**src/hw/rtl/irm_pkg.sv**
```systemverilog
// irm_pkg: types, constants and step decode tables for the i2c register master
// used by irm_step and i2c_register_master; depends on nothing else
package irm_pkg;

	localparam int STEP_W   = 6;
	localparam int BITS_W   = 4;
	localparam int DELAY_W  = 16;

	localparam logic [STEP_W-1:0]  STEP_IDLE   = 6'd0;
	localparam logic [STEP_W-1:0]  FIRST_STEP  = 6'd1;
	localparam logic [STEP_W-1:0]  READ_BASE   = 6'd23;
	localparam logic [STEP_W-1:0]  LAST_STEP   = 6'd53;
	localparam logic [BITS_W-1:0]  BITS_PER_BYTE = 4'd8;
	localparam logic [DELAY_W-1:0] DELAY_RESET = 16'd5;
	localparam logic [DELAY_W-1:0] DELAY_MAX   = 16'hFFFF;

	typedef enum logic [1:0] {
		STATUS_OK       = 2'd0,
		STATUS_BUS_BUSY = 2'd1,
		STATUS_BUS_ERR  = 2'd2,
		STATUS_NACK     = 2'd3
	} status_t;

	typedef enum logic [4:0] {
		K_IDLE, K_SA, K_SB, K_SC, K_SD, K_TX, K_TH, K_TL, K_AR, K_AH,
		K_RH, K_RL, K_MS, K_MH, K_ML, K_PA, K_PB, K_PC
	} kind_t;

	typedef enum logic [1:0] {
		SRC_DEV, SRC_REG, SRC_DATA, SRC_DEV1
	} src_t;

	typedef struct packed {
		logic       cmd_valid;
		logic       action;
		logic [7:0] device_address;
		logic [7:0] register_address;
		logic [7:0] write_data;
		logic       sda_sample;
	} tick_t;

	typedef struct packed {
		logic       scl_drive;
		logic       sda_drive;
		logic       busy_res;
		logic       done_res;
		logic [7:0] read_data;
		logic [1:0] status;
	} res_t;

	// sequencer state carried between ticks
	typedef struct packed {
		logic [STEP_W-1:0]  step;
		logic [BITS_W-1:0]  bit_count;
		logic [7:0]         shift_byte;
		logic [DELAY_W-1:0] delay_count;
		logic [1:0]         held_status;
		logic [7:0]         received_byte;
		logic               scl;
		logic               sda;
	} state_t;

	function automatic kind_t step_kind(input logic [STEP_W-1:0] s);
		kind_t k;
		unique case (s)
			6'd1, 6'd23, 6'd37:                        k = K_SA;
			6'd2, 6'd24, 6'd38:                        k = K_SB;
			6'd3, 6'd25, 6'd39:                        k = K_SC;
			6'd4, 6'd26, 6'd40:                        k = K_SD;
			6'd5, 6'd10, 6'd15, 6'd27, 6'd32, 6'd41:   k = K_TX;
			6'd6, 6'd11, 6'd16, 6'd28, 6'd33, 6'd42:   k = K_TH;
			6'd7, 6'd12, 6'd17, 6'd29, 6'd34, 6'd43:   k = K_TL;
			6'd8, 6'd13, 6'd18, 6'd30, 6'd35, 6'd44:   k = K_AR;
			6'd9, 6'd14, 6'd19, 6'd31, 6'd36, 6'd45:   k = K_AH;
			6'd46:                                     k = K_RH;
			6'd47:                                     k = K_RL;
			6'd48:                                     k = K_MS;
			6'd49:                                     k = K_MH;
			6'd50:                                     k = K_ML;
			6'd20, 6'd51:                              k = K_PA;
			6'd21, 6'd52:                              k = K_PB;
			6'd22, 6'd53:                              k = K_PC;
			default:                                   k = K_IDLE;
		endcase
		return k;
	endfunction

	// byte source of each transmit step
	function automatic src_t step_src(input logic [STEP_W-1:0] s);
		src_t r;
		unique case (s)
			6'd10, 6'd32: r = SRC_REG;
			6'd15:        r = SRC_DATA;
			6'd41:        r = SRC_DEV1;
			default:      r = SRC_DEV;
		endcase
		return r;
	endfunction

endpackage

```
**src/hw/rtl/irm_step.sv**
```systemverilog
// irm_step: next-state and line-level logic for one bus tick
// depends on irm_pkg
module irm_step (
	input  irm_pkg::state_t      cur,
	input  irm_pkg::tick_t       tick,
	input  logic [15:0]          delay_ticks,
	output irm_pkg::state_t      nxt,
	output logic                 done
);
	import irm_pkg::*;

	logic              do_enter;
	logic              fresh;
	logic [STEP_W-1:0] tgt;
	logic [DELAY_W-1:0] cnt;
	kind_t             cur_kind;

	assign cur_kind = step_kind(cur.step);
	assign cnt = (cur.delay_count != DELAY_MAX) ? cur.delay_count + 16'd1 : cur.delay_count;

	always_comb begin
		nxt      = cur;
		done     = 1'b0;
		do_enter = 1'b0;
		fresh    = 1'b1;
		tgt      = 6'(cur.step + 6'd1);

		if (cur.step == STEP_IDLE) begin
			if (tick.cmd_valid) begin
				nxt.held_status = STATUS_OK;
				do_enter = 1'b1;
				tgt = tick.action ? READ_BASE : FIRST_STEP;
			end
		end else begin
			nxt.delay_count = cnt;
			if (cnt >= delay_ticks) begin
				do_enter = 1'b1;
				case (cur_kind)
					K_SB: begin
						if (!tick.sda_sample) begin
							if (nxt.held_status == STATUS_OK) nxt.held_status = STATUS_BUS_BUSY;
							// bus busy: skip the rest of the start condition
							tgt = 6'(cur.step + 6'd3);
						end
					end
					K_SD: begin
						if (tick.sda_sample && nxt.held_status == STATUS_OK)
							nxt.held_status = STATUS_BUS_ERR;
					end
					K_TL: begin
						nxt.shift_byte = {cur.shift_byte[6:0], 1'b0};
						nxt.bit_count = 4'(cur.bit_count + 4'd1);
						if (nxt.bit_count < BITS_PER_BYTE) begin
							tgt = 6'(cur.step - 6'd2);
							fresh = 1'b0;
						end
					end
					K_AH: begin
						if (tick.sda_sample && nxt.held_status == STATUS_OK)
							nxt.held_status = STATUS_NACK;
						nxt.scl = 1'b0;
					end
					K_RH: begin
						nxt.shift_byte = {cur.shift_byte[6:0], tick.sda_sample};
					end
					K_RL: begin
						nxt.bit_count = 4'(cur.bit_count + 4'd1);
						if (nxt.bit_count < BITS_PER_BYTE) begin
							tgt = 6'(cur.step - 6'd1);
							fresh = 1'b0;
						end
					end
					K_PC: begin
						do_enter = 1'b0;
						if (cur.step == LAST_STEP) nxt.received_byte = cur.shift_byte;
						nxt.step = STEP_IDLE;
						nxt.delay_count = '0;
						done = 1'b1;
					end
					K_IDLE: begin
						do_enter = 1'b0;
						nxt.step = STEP_IDLE;
						nxt.delay_count = '0;
					end
					default: ;
				endcase
			end
		end

		// phase entry drives the new levels
		if (do_enter) begin
			nxt.step = tgt;
			nxt.delay_count = '0;
			case (step_kind(tgt))
				K_SA, K_AR, K_MS, K_PC: nxt.sda = 1'b1;
				K_SC, K_PA:             nxt.sda = 1'b0;
				K_SB, K_TH, K_AH, K_MH, K_PB: nxt.scl = 1'b1;
				K_SD, K_TL, K_RL, K_ML: nxt.scl = 1'b0;
				K_TX: begin
					if (fresh) begin
						case (step_src(tgt))
							SRC_DEV:  nxt.shift_byte = tick.device_address;
							SRC_REG:  nxt.shift_byte = tick.register_address;
							SRC_DATA: nxt.shift_byte = tick.write_data;
							default:  nxt.shift_byte = 8'(tick.device_address + 8'd1);
						endcase
						nxt.bit_count = '0;
					end
					nxt.scl = 1'b0;
					nxt.sda = nxt.shift_byte[7];
				end
				K_RH: begin
					if (fresh) begin
						nxt.shift_byte = '0;
						nxt.bit_count = '0;
					end
					nxt.sda = 1'b1;
					nxt.scl = 1'b1;
				end
				default: ;
			endcase
		end
	end

endmodule

```
**src/hw/rtl/i2c_register_master.sv**
```systemverilog
// i2c_register_master: top level, tick input register, sequencer state and result register
// depends on irm_pkg and irm_step
//
// Each accepted tick word is one tick of the bus timebase and yields exactly one result
// word. One tick is taken every clock cycle unless a held result stalls the input; a
// result word passes the input register, then the sequencer update into the result
// register, and a held result can stall it between the two. The rate is set by
// the sequencer state, which is updated once per tick and feeds the
// next tick. A held result stalls the input only while both registers are full.
// delay_ticks sets how many ticks each bus phase lasts; write it only while idle.
module i2c_register_master (
	input  logic              clk,
	input  logic              arst_n,
	input  logic              tick_valid,
	output logic              tick_ready,
	input  irm_pkg::tick_t    tick,
	output logic              res_valid,
	input  logic              res_ready,
	output irm_pkg::res_t     res,
	input  logic              cfg_we,
	input  logic [15:0]       cfg_wdata
);
	import irm_pkg::*;

	tick_t       tick_s1;
	logic        valid_s1;
	res_t        res_s2;
	logic        valid_s2;
	state_t      state_q;
	state_t      state_nxt;
	logic        done;
	logic [15:0] delay_ticks_q;
	logic        advance;

	assign advance    = valid_s1 && (!valid_s2 || res_ready);
	assign tick_ready = !valid_s1 || advance;
	assign res_valid  = valid_s2;
	assign res        = res_s2;

	always_ff @(posedge clk or negedge arst_n) begin
		if (!arst_n) begin
			delay_ticks_q <= DELAY_RESET;
		end else if (cfg_we) begin
			delay_ticks_q <= cfg_wdata;
		end
	end

	always_ff @(posedge clk or negedge arst_n) begin
		if (!arst_n) begin
			valid_s1 <= 1'b0;
		end else if (tick_ready) begin
			valid_s1 <= tick_valid;
		end
	end

	always_ff @(posedge clk) begin
		if (tick_ready && tick_valid) tick_s1 <= tick;
	end

	irm_step u_step (
		.cur         (state_q),
		.tick        (tick_s1),
		.delay_ticks (delay_ticks_q),
		.nxt         (state_nxt),
		.done        (done)
	);

	always_ff @(posedge clk or negedge arst_n) begin
		if (!arst_n) begin
			state_q.step          <= STEP_IDLE;
			state_q.bit_count     <= '0;
			state_q.shift_byte    <= '0;
			state_q.delay_count   <= '0;
			state_q.held_status   <= STATUS_OK;
			state_q.received_byte <= '0;
			state_q.scl           <= 1'b1;
			state_q.sda           <= 1'b1;
		end else if (advance) begin
			state_q <= state_nxt;
		end
	end

	always_ff @(posedge clk or negedge arst_n) begin
		if (!arst_n) begin
			valid_s2 <= 1'b0;
		end else if (advance) begin
			valid_s2 <= 1'b1;
		end else if (res_ready) begin
			valid_s2 <= 1'b0;
		end
	end

	always_ff @(posedge clk) begin
		if (advance) begin
			res_s2.scl_drive <= state_nxt.scl;
			res_s2.sda_drive <= state_nxt.sda;
			res_s2.busy_res  <= (state_nxt.step != STEP_IDLE);
			res_s2.done_res  <= done;
			res_s2.read_data <= state_nxt.received_byte;
			res_s2.status    <= state_nxt.held_status;
		end
	end

`ifndef ASSERT_OFF
	a_step_range: assert property (@(posedge clk) disable iff (!arst_n)
		state_q.step <= LAST_STEP)
		else $error("sequencer step out of range");

	a_bit_count: assert property (@(posedge clk) disable iff (!arst_n)
		state_q.bit_count <= BITS_PER_BYTE)
		else $error("bit count past one byte");

	a_idle_delay: assert property (@(posedge clk) disable iff (!arst_n)
		state_q.step == STEP_IDLE |-> state_q.delay_count == '0)
		else $error("delay counter running while idle");

	a_done_idle: assert property (@(posedge clk) disable iff (!arst_n)
		valid_s2 && res_s2.done_res |-> !res_s2.busy_res)
		else $error("done reported while still busy");

	a_advance_result: assert property (@(posedge clk) disable iff (!arst_n)
		advance |=> valid_s2)
		else $error("tick processed without a result word");
`endif

endmodule
```
**config.mk**
```make
export PLATFORM = sky130hd
export DESIGN_NAME = i2c_register_master
export DESIGN_NICKNAME = d
export VERILOG_FILES = /design/src/hw/rtl/irm_pkg.sv /design/src/hw/rtl/irm_step.sv /design/src/hw/rtl/i2c_register_master.sv
export SDC_FILE = /design/constraint.sdc
export NUM_CORES = 1
export LEC_CHECK = 0
export BUFFER_PORTS_ARGS = -buffer_cell sky130_fd_sc_hd__buf_2
export CAP_MARGIN = 10
export CORE_AREA = 2 2 99 149
export DETAILED_ROUTE_END_ITERATION = 6
export DIE_AREA = 0 0 101 151
export PLACE_DENSITY = 0.85
export SYNTH_ARGS = -nofsm -noshare
export SYNTH_HDL_FRONTEND = slang
export SYNTH_SLANG_ARGS = --single-unit
```
**constraint.sdc**
```tcl
create_clock -name clk -period 5.6 [get_ports clk]
set_clock_uncertainty 0.05 [all_clocks]
set_input_delay 1.12 -clock clk [delete_from_list [all_inputs] [get_ports clk]]
set_output_delay 1.12 -clock clk [all_outputs]
set_load 0.05 [all_outputs]
```
# --- Word level (Yosys, flattened, before mapping) ---
# Memory sizes are Yosys's and may differ from the RTL's.
# Cells that the tools add are included.
# Widths: inputs -> output; s select.
word_totals:
  reg_bits: 105
  romBits: 640
  inputBits: 48
  out_inout_bits: 16
  word_cells: 140
  n_memories: 2
memory_table:
  columns: ["name", "words", "word_bits", "rd", "rd_ports_with_merged_regs", "wr", "line_no", "text"]
  rows:
  - ["(no name shown)", 64, 5, 1, 0, 0, "irm_pkg.sv:65", "unique case (s)"]
  - ["(no name shown)", 64, 5, 1, 0, 0, "irm_pkg.sv:65", null]
classes:
  n_addsub: 7
  n_lt_le_gt_ge: 2
  n_eq_ne: 33
  muxes: 50
  bitwise: 1
  n_reduce_logical: 22
ops:
  columns: ["operator", "n"]
  rows:
  - ["$mux 34", 2]
  - ["$eq 5x4->1 const B", 11]
  - ["$mux 45", 1]
  - ["$mux 6", 7]
  - ["$mux 16", 2]
  - ["$eq 5x3->1 const B", 6]
  - ["$mux 12", 2]
  - ["$pmux 12 s2", 1]
  - ["$pmux 8 s3", 1]
  - ["$mux 2", 10]
  - ["$eq 6x6->1 const B", 3]
  - ["$pmux 6 s3", 1]
  - ["$add 16x1->16 const B", 1]
  - ["$ge 16x16->1", 1]
  - ["$mux 8", 2]
  - ["$ne 16x16->1 const B", 1]
  - ["$pmux 8 s2", 1]
  - ["$eq 5x2->1 const B", 3]
  - ["$eq 5x5->1 const B", 3]
  - ["$eq 6x4->1 const B", 2]
  - ["$mux 1", 12]
  - ["$pmux 2 s3", 2]
  - ["$mux 5", 2]
  - ["$reduce_or 2->1", 5]
  - ["27 further kinds", 33]

# --- Longest topological paths before layout ---
# Gate-level depths: netlist of run 1.
logic_depth:
  word_depth: 18
  ltp_mapped: 29
  ltp_nobuf: 28

# --- Hierarchy ---
# A second synthesis of run 1 with hierarchy kept.
unflattened:
  cells_unflattened: 804
  hier_area_um2: 7935.1
by_module_without_submodules:
  columns: ["module", "instances", "cells_each", "area_each_um2", "seq_area_each_um2"]
  rows:
  - ["irm_step", 1, 620, 4175.3, 0.0]
  - ["i2c_register_master", 1, 184, 3759.9, 2837.7]

# --- Worst setup path after synthesis of run 1 ---
# Ideal clock, no wire load.
synth_path:
  path_kind: "register to register"
  from: "register state_q[15] (netlist bit)"
  to: "register res_s2 (netlist bit res[12]) (data pin)"
  setup_time_ps: 261
  arrival_time_ps: 5486
  required_ps: 5289
  path_slack_ps: -197
  path_stages_with_launch: 28
  path_buffers: 1
  synth_period_minus_slack_ps: 5797
  path_cell_list: "dfrtp_1 > and3_1 > and3_1 > nand3_1 > nor2_1 > nand2_1 > or3_1 > nand4_1 > nor2_1 > xor2_1 > ha_1 > o2111ai_1 > a311oi_1 > nor2_1 > a21oi_1 > nand2_1 > clkbuf_1 > o32a_1 > a21o_1 > ha_1 > inv_1 > o41ai_4 > a221oi_1 > a31oi_2 > a21oi_1 > mux2i_1 > a221oi_1 > nor2_1"
synth_rtl:
  columns: ["element", "line_no", "text"]
  rows:
  - ["start: declaration", "i2c_register_master.sv:29", "state_t state_q;"]
  - ["start signal: assignment", "i2c_register_master.sv:79", "state_q <= state_nxt;"]
  - ["end: declaration", "i2c_register_master.sv:27", "res_t res_s2;"]

# --- Worst setup path after layout of run 1 ---
layout_path:
  from: "register state_q[15] (netlist bit)"
  to: "register state_q[34] (netlist bit)"
layout_between:
  elab_chain_cells: 16
  elab_cells_between_ends: 33
  cone_classes: "1 x add/sub; 1 x order compare; 9 x eq/ne; 19 x mux; 2 x reduce/logical; 1 x memory"
layout_rtl:
  columns: ["element", "line_no", "text"]
  rows:
  - ["$add 16x1->16 / $ne 16x16->1 (equally long branches)", "irm_step.sv:19", "assign cnt = (cur.delay_count != DELAY_MAX) ? cur.delay_count + 16'd1 : cur.delay_count;"]
  - ["$mux 16 (*)", "irm_step.sv:19", null]
  - ["$ge 16x16->1 (*)", "irm_step.sv:36", "if (cnt >= delay_ticks) begin"]
  - ["$mux 6", "irm_step.sv:36", null]
  - ["$mux 6", "irm_step.sv:28", "if (cur.step == STEP_IDLE) begin"]
  - ["$eq 6x4->1 / $eq 6x6->1 (equally long branches)", "irm_pkg.sv:91", "unique case (s)"]
  - ["$reduce_or 2->1", "irm_pkg.sv:91", null]
  - ["$pmux 2 s3", "irm_pkg.sv:91", null]
  - ["$mux 2", "irm_step.sv:100", "if (fresh) begin"]
  - ["$mux 2", "irm_step.sv:94", "case (step_kind(tgt))"]
  - ["$mux 2", "irm_step.sv:91", "if (do_enter) begin"]
  - ["$eq 2x2->1, or another cell as far along", "irm_step.sv:101", "case (step_src(tgt))"]
  - ["$pmux 8 s3", "irm_step.sv:101", null]
  - ["$mux 12", "irm_step.sv:100", null]
  - ["$pmux 12 s2", "irm_step.sv:94", null]
  - ["$mux 34 (*)", "irm_step.sv:91", null]
# Mark *: on every way between the ends. The rest lies on a longest branch, timed or not. The select of a mux whose other input is x is not followed.
# A chain may end at the register's enable or synchronous reset.

==> impl_results.md, run 1 <==
- Peak Freq: 176 MHz
- Routed length per instance: 18.9 µm
- Clk slew on worst S/H paths: 80 ps
- Die width: 101 µm
- Status: complete, but fails checks
- Leakage power: 4.01 nW
- CP Buf/Inv Count: 4
- Sw Ratio: 46.9%
- Post-synthesis cell count: 817
- Warnings, synthesis: 0
- Clk sink count: 105
- CP max-delay cell: o41a_4
- Hold crit path type: register to register
- Synthesized cell area: 7530 µm²
- First-pass GRT wire length: 33400 µm
- Cell Rows: 53
- Sw Pwr: 2.35 mW
- Critical path arrival: 5870 ps
- Via count: 7083
- Area contributors post-synth: dfrtp_1, edfxtp_1, ha_1, nand2_1, nor2_1
- Pre-antenna DRT Iters: 6
- Initial antenna violation count: 0
- Pre-CTS setup slack: -126 ps
- Final worst slack: -92.1 ps
- Max_slew headroom: 41.7%
- Clk pwr share: 12.8%
- Nets: 1054
- Sequential share of the synthesized area: 37.7%
- Final Hold Fails: 0
- Synth Area per Inst: 9.22 µm²
- Final GP Congestion: 0.988
- Flop pwr share: 20.2%
- Comb pwr share: 67.0%
- Biggest area consumer among synthesized cells: dfrtp_1
- GRT Overall Usage: 27.5%
- Syn_nets: 906
- DP Area: 8590 µm²
- Routed WL: 21400 µm
- H-tree Lvls: 3
- Clock Path Buffers: 2
- Asr flop ratio synth: 61.0%
- TritonCTS Buffers: 9
- Non-Filler Instances: 1135
- Maximum vdd drop: 0.000256 V
- Placed Cells: 1096
- Startpoint Class: register
- Max-cap violations: 0
- Height of the die: 151 µm
- #FFs+latches synth: 105
- Diodes inserted: 0
- Top_reg_cell synth: dfrtp_1
- Max Slew Vio Count: 0
- Slowest cell delay on critical path: 520 ps
- Failing checks: setup timing
- Finished Cell Area: 9440 µm²
- CP max FO: 8
- Core Region: 13900 µm²
- DRC: 0
- Latest clock arrival within the worst-skew pair: 360 ps
- Clk root buf: clkbuf_16
- Pwr Density: 532 nW/µm²
- Final setup viols: 12
- WP data required: 5770 ps
- RSZ-0062 raised after global routing: yes
- Period utilization: 102%
- Area share of the largest cell type after synthesis: 19.9%
- Detailed placement HPWL: 15300 µm
- Synth cell count leaders: nand2_1, nor2_1, dfrtp_1, inv_1, o21ai_0
- Die ar.: 15300 µm²
- Layout cells sized above 1: 31.1%
- Count leader, synth: nand2_1
- Pin count of the biggest net entering global routing: 65
- Initial core utilization: 54.1%
- Drt initial violations: 456
- ANT nets after route: 0
- Endpoint class of the critical path: register
- CTS tree: yes
- IO Port Bufs: 63
- Number of flops mapped to enable cells by yosys: 41
- Cell variety after synth: 100
- Area grow syn2layout: 25.2%
- Ports: 64
- Number of global-route vias before repair: 6866
- CP Class: register to register
- Slew at the pin closest to its max-slew limit: 870 ps
- Fin crit period: 5690 ps
- Vias/cell: 6.24
- Internal power: 2.66 mW
- Grt ovf: 0
- Delay-heaviest family, CP: compound AO/OA/AOI/OAI gates
==> per-layer routing <==
metal	global-route usage, %	part of all wire [%]	vias up
li1	-	-	3336
met1	32.4	39	3397
met2	48.2	52	279
met3	3.41	4.4	71
met4	14.8	4.7	0
met5	0	0	-
==> kinds of logic after synthesis <==
family | after synthesis | share of synthesized area (%)
compound gates | 213 | 22.9
fa+ha+maj | 41 | 6.81
simple gates | 320 | 20.9
mux | 21 | 3.01
buf+inv | 86 | 5.17
xor+xnor | 31 | 3.60
flops | 105 | 37.7
==> area by class of cell <==
cell class                      count  area (µm²)
Sequential cell                   105        2840
Tap cell                          165         206
Timing Repair Buffer              175        1220
Multi-Input combinational cell    626        4670
Fill cell                        1059        4490
Clock buffer                        9         225
Clock inverter                      7        78.8
Inverter                           48         190
==> tightest hold or removal path, stage by stage (launching register included) <==
cell	delay [ps]
dfrtp_1	350
nand2_1	50
nand2_1	50
==> power by group through the flow <==
stage	registers [mW]	logic (mW)	clock network [mW]
after detailed placement	1.02	2.72	0
final	1.01	3.36	0.643
after global placement	1.02	2.70	0
after global routing	1.03	3.58	0.678
after floorplan	1.02	1.87	0
after CTS	1.01	2.85	0.649
==> per-stage QoR <==
step	power (mW)	hold WS, ps	utilization (%)	setup TNS [ps]
after detailed placement	3.75	413	61.7	-1210
after CTS	4.50	432	64.5	0
final	5.02	429	67.8	-655
after floorplan	2.89	392	-	0
after global placement	3.72	403	61.7	-0.319
after global routing	5.28	452	67.8	-4740
==> placed cells by master, fill, tap and decap left out, types with 12 or more instances in the layout <==
master,count
buf_4,100
a32o_1,14
dfrtp_1,60
mux2_2,12
inv_1,44
xnor2_1,22
nor3_1,24
o21ai_0,41
edfxtp_1,41
ha_1,37
a21oi_1,20
and3_1,13
nand2_1,112
buf_2,63
nand3_1,27
o211ai_1,18
nor2_1,55
==> registers in the layout, indices dropped and copies added (netlist names) <==
| name | flops |
|---|---|
| delay_ticks_q | 16 |
| res | 14 |
| res_valid | 1 |
| state_q | 46 |
| tick_s1 | 27 |
| valid_s1 | 1 |
==> worst paths after layout <==
check / startpoint / endpoint / slack [ps] / cells after the start
setup / recovery: state_q[15] / state_q[34] / -90 / 26
hold / removal: state_q[6] / state_q[6] / 430 / 2
setup reg to reg: state_q[15] / state_q[34] / -90 / 26
hold reg to reg: state_q[6] / state_q[6] / 430 / 2
max in group asynchronous: arst_n / state_q[44] / 4050 / 2
min in group asynchronous: arst_n / delay_ticks_q[4] / 870 / 2
==> timing repair <==
item	CTS	global route
gates resized for setup	13	58
gates cloned	0	0
setup buffers	2	22
endpoints found under the setup margin	16	16
pin swaps	10	48
hold buffers	0	0
(Power assumes the default switching activity.)
==> run 2, diff against run 1 <==
Settings changed: BUFFER_PORTS_ARGS -buffer_cell sky130_fd_sc_hd__buf_2 to not set, CORE_AREA 2 2 99 149 to 2 2 96 144, DIE_AREA 0 0 101 151 to 0 0 98 146, DONT_BUFFER_PORTS set to 1.
==> impl_results.md, run 2 (same netlist as run 1, synthesis figures left out) <==
- Pre-CTS setup slack: -136 ps (-10.4 ps)
- Placed Cells: 1045 (-4.7%)
- Flop pwr share: 20.2% (about the same)
- IO Port Bufs: 0 (-100%)
- Cell Rows: 51 (-3.8%)
- Pwr Density: 550 nW/µm² (+3.5%)
- CP max-delay cell: or3_4
- Most common cell after layout, fill and taps aside: buf_4
- # hold bufs at CTS: 0 (unchanged)
- Pre-antenna DRT Iters: 7 (+1)
- Max-cap violations: 0 (unchanged)
- Sw Ratio: 47.3% (+0.43 points)
- Footprint of the multi-input gates: 4820 µm² (+3.1%)
- First-pass GRT wire length: 33500 µm (+0.23%)
- Max reg flops: 46 (unchanged)
- Clk sink count: 105 (unchanged)
- Fin crit period: 5850 ps (+156 ps)
- Layout cells sized above 1: 29.5% (-1.7 points)
- GRT Overall Usage: 29.0% (+1.5 points)
- WP data required: 5660 ps (-110 ps)
- Endpoint class of the critical path: register
- Detailed placement HPWL: 15200 µm (-0.72%)
- CP max FO: 8 (unchanged)
- Clk pwr share: 12.5% (-0.3 points)
- Latest clock arrival within the worst-skew pair: 360 ps (about the same)
- Die width: 98 µm (-3.0%)
- WHS: 393 ps (-36.3 ps)
- Failing checks: DRC, setup timing
- Final Hold Fails: 0 (unchanged)
- Non-Filler Instances: 1085 (-4.4%)
- Storage element area: 2840 µm² (unchanged)
- Slew at the pin closest to its max-slew limit: 905 ps (+34.9 ps)
- Clk root buf: clkbuf_16
- Vias/cell: 6.65 (+6.6%)
- Leakage power: 3.90 nW (-2.7%)
- Status: complete, but fails checks
- Pin count of the biggest net entering global routing: 65 (unchanged)
- Drt initial violations: 583 (+28%)
- Tot Pwr: 5.18 mW (+3.2%)
- Max Slew Vio Count: 0 (unchanged)
- Reg2reg end: res[13]
- Via count: 7215 (+1.9%)
- Peak Freq: 171 MHz (-2.7%)
- Comb pwr share: 67.2% (+0.2 points)
- Initial core utilization: 58.2% (+4.1 points)
- H-tree Lvls: 3 (unchanged)
- Diodes inserted: 0 (unchanged)
- Ports: 64 (unchanged)
- Startpoint Class: register
- Sw Pwr: 2.45 mW (+4.1%)
- Final setup viols: 16 (+4)
- Clock Path Buffers: 2 (unchanged)
- Die ar.: 14300 µm² (-6.2%)
- Height of the die: 146 µm (-3.3%)
- Worst reg-to-reg setup slack: -250 ps (-160 ps)
- Final core utilization: 72.6% (+4.9 points)
- Clk slew on worst S/H paths: 80 ps (about the same)
- Largest Register: state_q
- # fillers: 867 (-18%)
- Biggest regs: state_q x46, tick_s1 x27, delay_ticks_q x16
- Routed WL: 23000 µm (+7.2%)
- Nets: 1010 (-4.2%)
- Area grow syn2layout: 24.9%
- Number of global-route vias before repair: 6776 (-1.3%)
- Final GP Congestion: 0.985 (-0.28%)
- Hold crit path type: primary input to async pin
- Setup TNS: -1530 ps (-878 ps)
- RR Startpoint: state_q[15]
- ANT nets after route: 0 (unchanged)
- Finished Cell Area: 9410 µm² (-0.31%)
- Internal power: 2.73 mW (+2.3%)
- Initial antenna violation count: 0 (unchanged)
- Worst R2R Path Depth: 29 (+12%)
- TritonCTS Buffers: 9 (unchanged)
- Core Region: 13000 µm² (-7.0%)
- Period utilization: 104% (+2.8 points)
- DP Area: 8400 µm² (-2.2%)
- Max_slew headroom: 39.4% (-2.3 points)
- CTS tree: yes
- CP Class: register to register
- Grt ovf: 0 (unchanged)
- Most frequent cells in the layout: buf_4, nand2_1, dfrtp_1
- RSZ-0062 raised after global routing: yes
- Maximum vdd drop: 0.000341 V (+33%)
- Slowest cell delay on critical path: 430 ps (-90 ps)
- Final worst slack: -248 ps (-156 ps)
- Routed length per instance: 21.2 µm (+12%)
- Critical path arrival: 5910 ps (+40 ps)
- DRC: 2 (+2)
==> run 2: cell types whose count changed in the layout (fill, tap and decap cells not counted), moves of 4 or more <==
cell	previous run	this run
buf_2	63	0
buf_4	100	116
nor2_2	5	1
nor2_1	55	59
==> run 2: repair_timing <==
action | CTS | global route
cloned | 0 | 0
endpoints found under the setup margin | 16 | 17
pin swaps | 24 | 51
setup buffers | 11 | 13
hold endpoints to repair | 0 | 0
resized for setup | 20 | 84
==> run 2: layout make-up <==
cell class	count	share of cell area, %
Clock buffer	9	2.39
Sequential cell	105	30.2
Tap cell	159	2.11
Timing Repair Buffer	131	11.2
Inverter	48	2.10
Clock inverter	7	0.785
Multi-Input combinational cell	626	51.2
==> run 2: critical path, delay by kind of cell (launching register included) <==
| family | cells | cell delay [ps] |
|---|---|---|
| adder cells (fa/ha/maj) | 1 | 320 |
| AND/OR/NAND/NOR | 10 | 1710 |
| AO/OA/AOI/OAI | 11 | 2280 |
| XOR/XNOR | 1 | 60 |
| flip-flops | 1 | 360 |
| buffers and inverters | 6 | 810 |
==> run 2: worst max path at each step <==
stage	startpoint	end	depth (start not counted)	slack (ps)
2_1_floorplan	state_q[15]	state_q[29]	28	10
3_3_place_gp	state_q[17]	res[12]	27	-20
3_5_place_dp	state_q[15]	res[12]	27	-140
4_1_cts	state_q[15]	res[12]	28	10
5_1_grt	state_q[15]	res[13]	29	-400
6_report	state_q[15]	res[13]	29	-250
==> run 2: layer usage <==
layer | track usage [%] | wire length, µm | vias up
met5 | 0 | 0 | -
met4 | 14.5 | 1360 | 0
met3 | 4.61 | 1500 | 127
met2 | 53.4 | 12000 | 387
met1 | 31.6 | 8120 | 3458
li1 | - | - | 3243
==> run 2: power by group through the flow <==
stage               Sequential [mW]  Combinational [mW]  Clock (mW)
floorplan                      1.02                1.87           0
global placement               1.05                2.76           0
detailed placement             1.05                2.81           0
CTS                            1.04                2.93       0.651
global route                   1.06                3.68       0.689
finish                         1.05                3.48       0.649
==> run 3, diff against run 2 <==
Settings changed: PLACE_DENSITY 0.85 to 0.73, SKIP_CTS_REPAIR_TIMING set to 1.
==> impl_results.md, run 3 (same netlist as run 1, synthesis figures left out) <==
- CTS tree: yes
- Routed length per instance: 21.4 µm (+1.1%)
- Nets: 1000 (-0.99%)
- Routed WL: 23000 µm (+0.19%)
- Worst reg-to-reg setup slack: -140 ps (+110 ps)
- WP data required: 5660 ps (about the same)
- Height of the die: 146 µm (unchanged)
- Via count: 6925 (-4.0%)
- Maximum vdd drop: 0.000229 V (-33%)
- IO Port Bufs: 0 (unchanged)
- Max-cap violations: 0 (unchanged)
- Ports: 64 (unchanged)
- Comb pwr share: 66.4% (-0.8 points)
- DRC: 0 (-2)
- Final Hold Fails: 0 (unchanged)
- Cell Rows: 51 (unchanged)
- Largest Register: state_q
- Setup TNS: -967 ps (+566 ps)
- Max_slew headroom: 21.8% (-18 points)
- Drt initial violations: 414 (-29%)
- First-pass GRT wire length: 35700 µm (+6.7%)
- Pre-antenna DRT Iters: 5 (-2)
- Pwr Density: 543 nW/µm² (-1.3%)
- Leakage power: 3.83 nW (-1.9%)
- Initial antenna violation count: 0 (unchanged)
- Startpoint Class: register
- ANT nets after route: 0 (unchanged)
- Latest clock arrival within the worst-skew pair: 360 ps (about the same)
- CP max-delay cell: or3_4
- CP Class: register to register
- Tot Pwr: 5.00 mW (-3.4%)
- Period utilization: 103% (-1.9 points)
- Endpoint class of the critical path: register
- Clk root buf: clkbuf_16
- Placed Cells: 1040 (-0.48%)
- Core Region: 13000 µm² (unchanged)
- Critical path arrival: 5810 ps (-100 ps)
- WHS: 401 ps (+8.28 ps)
- Status: complete, but fails checks
- Max Slew Vio Count: 0 (unchanged)
- CP startpoint: state_q[15]
- Detailed placement HPWL: 16900 µm (+11%)
- Slowest cell delay on critical path: 410 ps (-20 ps)
- Number of global-route vias before repair: 7070 (+4.3%)
- Non-Filler Instances: 1075 (-0.92%)
- Clk pwr share: 12.7% (+0.2 points)
- Pin count of the biggest net entering global routing: 65 (unchanged)
- Die ar.: 14300 µm² (unchanged)
- Internal power: 2.62 mW (-3.8%)
- Vias/cell: 6.44 (-3.1%)
- RSZ-0062 raised after global routing: yes
- # fillers: 990 (+14%)
- Fin crit period: 5740 ps (-107 ps)
- Initial core utilization: 58.2% (unchanged)
- GRT Overall Usage: 31.2% (+2.3 points)
- Crit path capture: res[12]
- Final setup viols: 13 (-3)
- Reg2reg end: res[12]
- Most common cell after layout, fill and taps aside: nand2_1
- Biggest regs: state_q x46, tick_s1 x27, delay_ticks_q x16
- Clk slew on worst S/H paths: 90 ps (about the same)
- Hold crit path type: primary input to async pin
- Failing checks: setup timing
- Max reg flops: 46 (unchanged)
- Final worst slack: -141 ps (+107 ps)
- Diodes inserted: 0 (unchanged)
- Clock Path Buffers: 2 (unchanged)
- Slew at the pin closest to its max-slew limit: 1170 ps (+268 ps)
- RR Startpoint: state_q[15]
- CP max FO: 6 (-2)
- Flop pwr share: 20.9% (+0.7 points)
- Die width: 98 µm (unchanged)
- Grt ovf: 0 (unchanged)
- Worst R2R Path Depth: 29 (unchanged)
- Final GP Congestion: 1.00 (+2.0%)
- Clk sink count: 105 (unchanged)
- TritonCTS Buffers: 9 (unchanged)
- Most frequent cells in the layout: nand2_1, buf_4, dfrtp_1
- H-tree Lvls: 3 (unchanged)
- Layout cells sized above 1: 27.6% (-1.9 points)
- Peak Freq: 174 MHz (+1.9%)
- Area grow syn2layout: 22.2%
- Sw Pwr: 2.38 mW (-3.0%)
- Sw Ratio: 47.6% (+0.22 points)
==> run 3: worst min path at each step <==
stage / start / endpoint / cells past startpoint
after floorplan: state_q[9] / state_q[9] / 2
after global placement: state_q[8] / state_q[8] / 2
after detailed placement: state_q[2] / state_q[2] / 2
after CTS: arst_n / delay_ticks_q[15] / 0
after global routing: arst_n / delay_ticks_q[15] / 0
final: arst_n / delay_ticks_q[15] / 0
==> run 3: metrics by stage <==
step	setup slack, ps	utilization (%)	area, µm²
floorplan	10.3	-	7600
global placement	-12.3	64.6	8360
detailed placement	-196	64.6	8360
CTS	-245	66.9	8660
global route	-415	71.1	9210
finish	-141	71.1	9210
==> run 3: power groups by stage <==
stage	Clock (mW)	Sequential (mW)	Combinational, mW
floorplan	0	1.02	1.87
global placement	0	1.05	2.75
detailed placement	0	1.06	2.79
CTS	0.642	1.04	2.81
global route	0.665	1.06	3.53
finish	0.637	1.04	3.32
==> run 3: worst max-delay path: cells and delay by family (launching register included) <==
| family | cells | cell delay (ps) |
|---|---|---|
| flip-flops | 1 | 360 |
| AO/OA/AOI/OAI | 8 | 1930 |
| multiplexers | 1 | 120 |
| XOR/XNOR | 2 | 350 |
| AND/OR/NAND/NOR | 11 | 1470 |
| buffers and inverters | 5 | 630 |
| adder cells (fa/ha/maj) | 2 | 590 |
==> run 3: metal layers <==
| metal | track usage [%] | share of wire, % | up-vias |
|---|---|---|---|
| met4 | 16.6 | 5.7 | 0 |
| met1 | 34.1 | 37 | 3363 |
| met2 | 58.2 | 54 | 251 |
| met3 | 3.27 | 4.2 | 93 |
| li1 | - | - | 3218 |
| met5 | 0 | 0 | - |
==> run 3: area by class of cell <==
type / instances / area [µm²] / share of cell area [%]
Clock buffer: 9 / 225 / 2.45
Inverter: 48 / 188 / 2.04
Sequential cell: 105 / 2840 / 30.8
Multi-Input combinational cell: 626 / 4710 / 51.2
Tap cell: 159 / 199 / 2.16
Timing Repair Buffer: 121 / 975 / 10.6
Clock inverter: 7 / 72.6 / 0.788
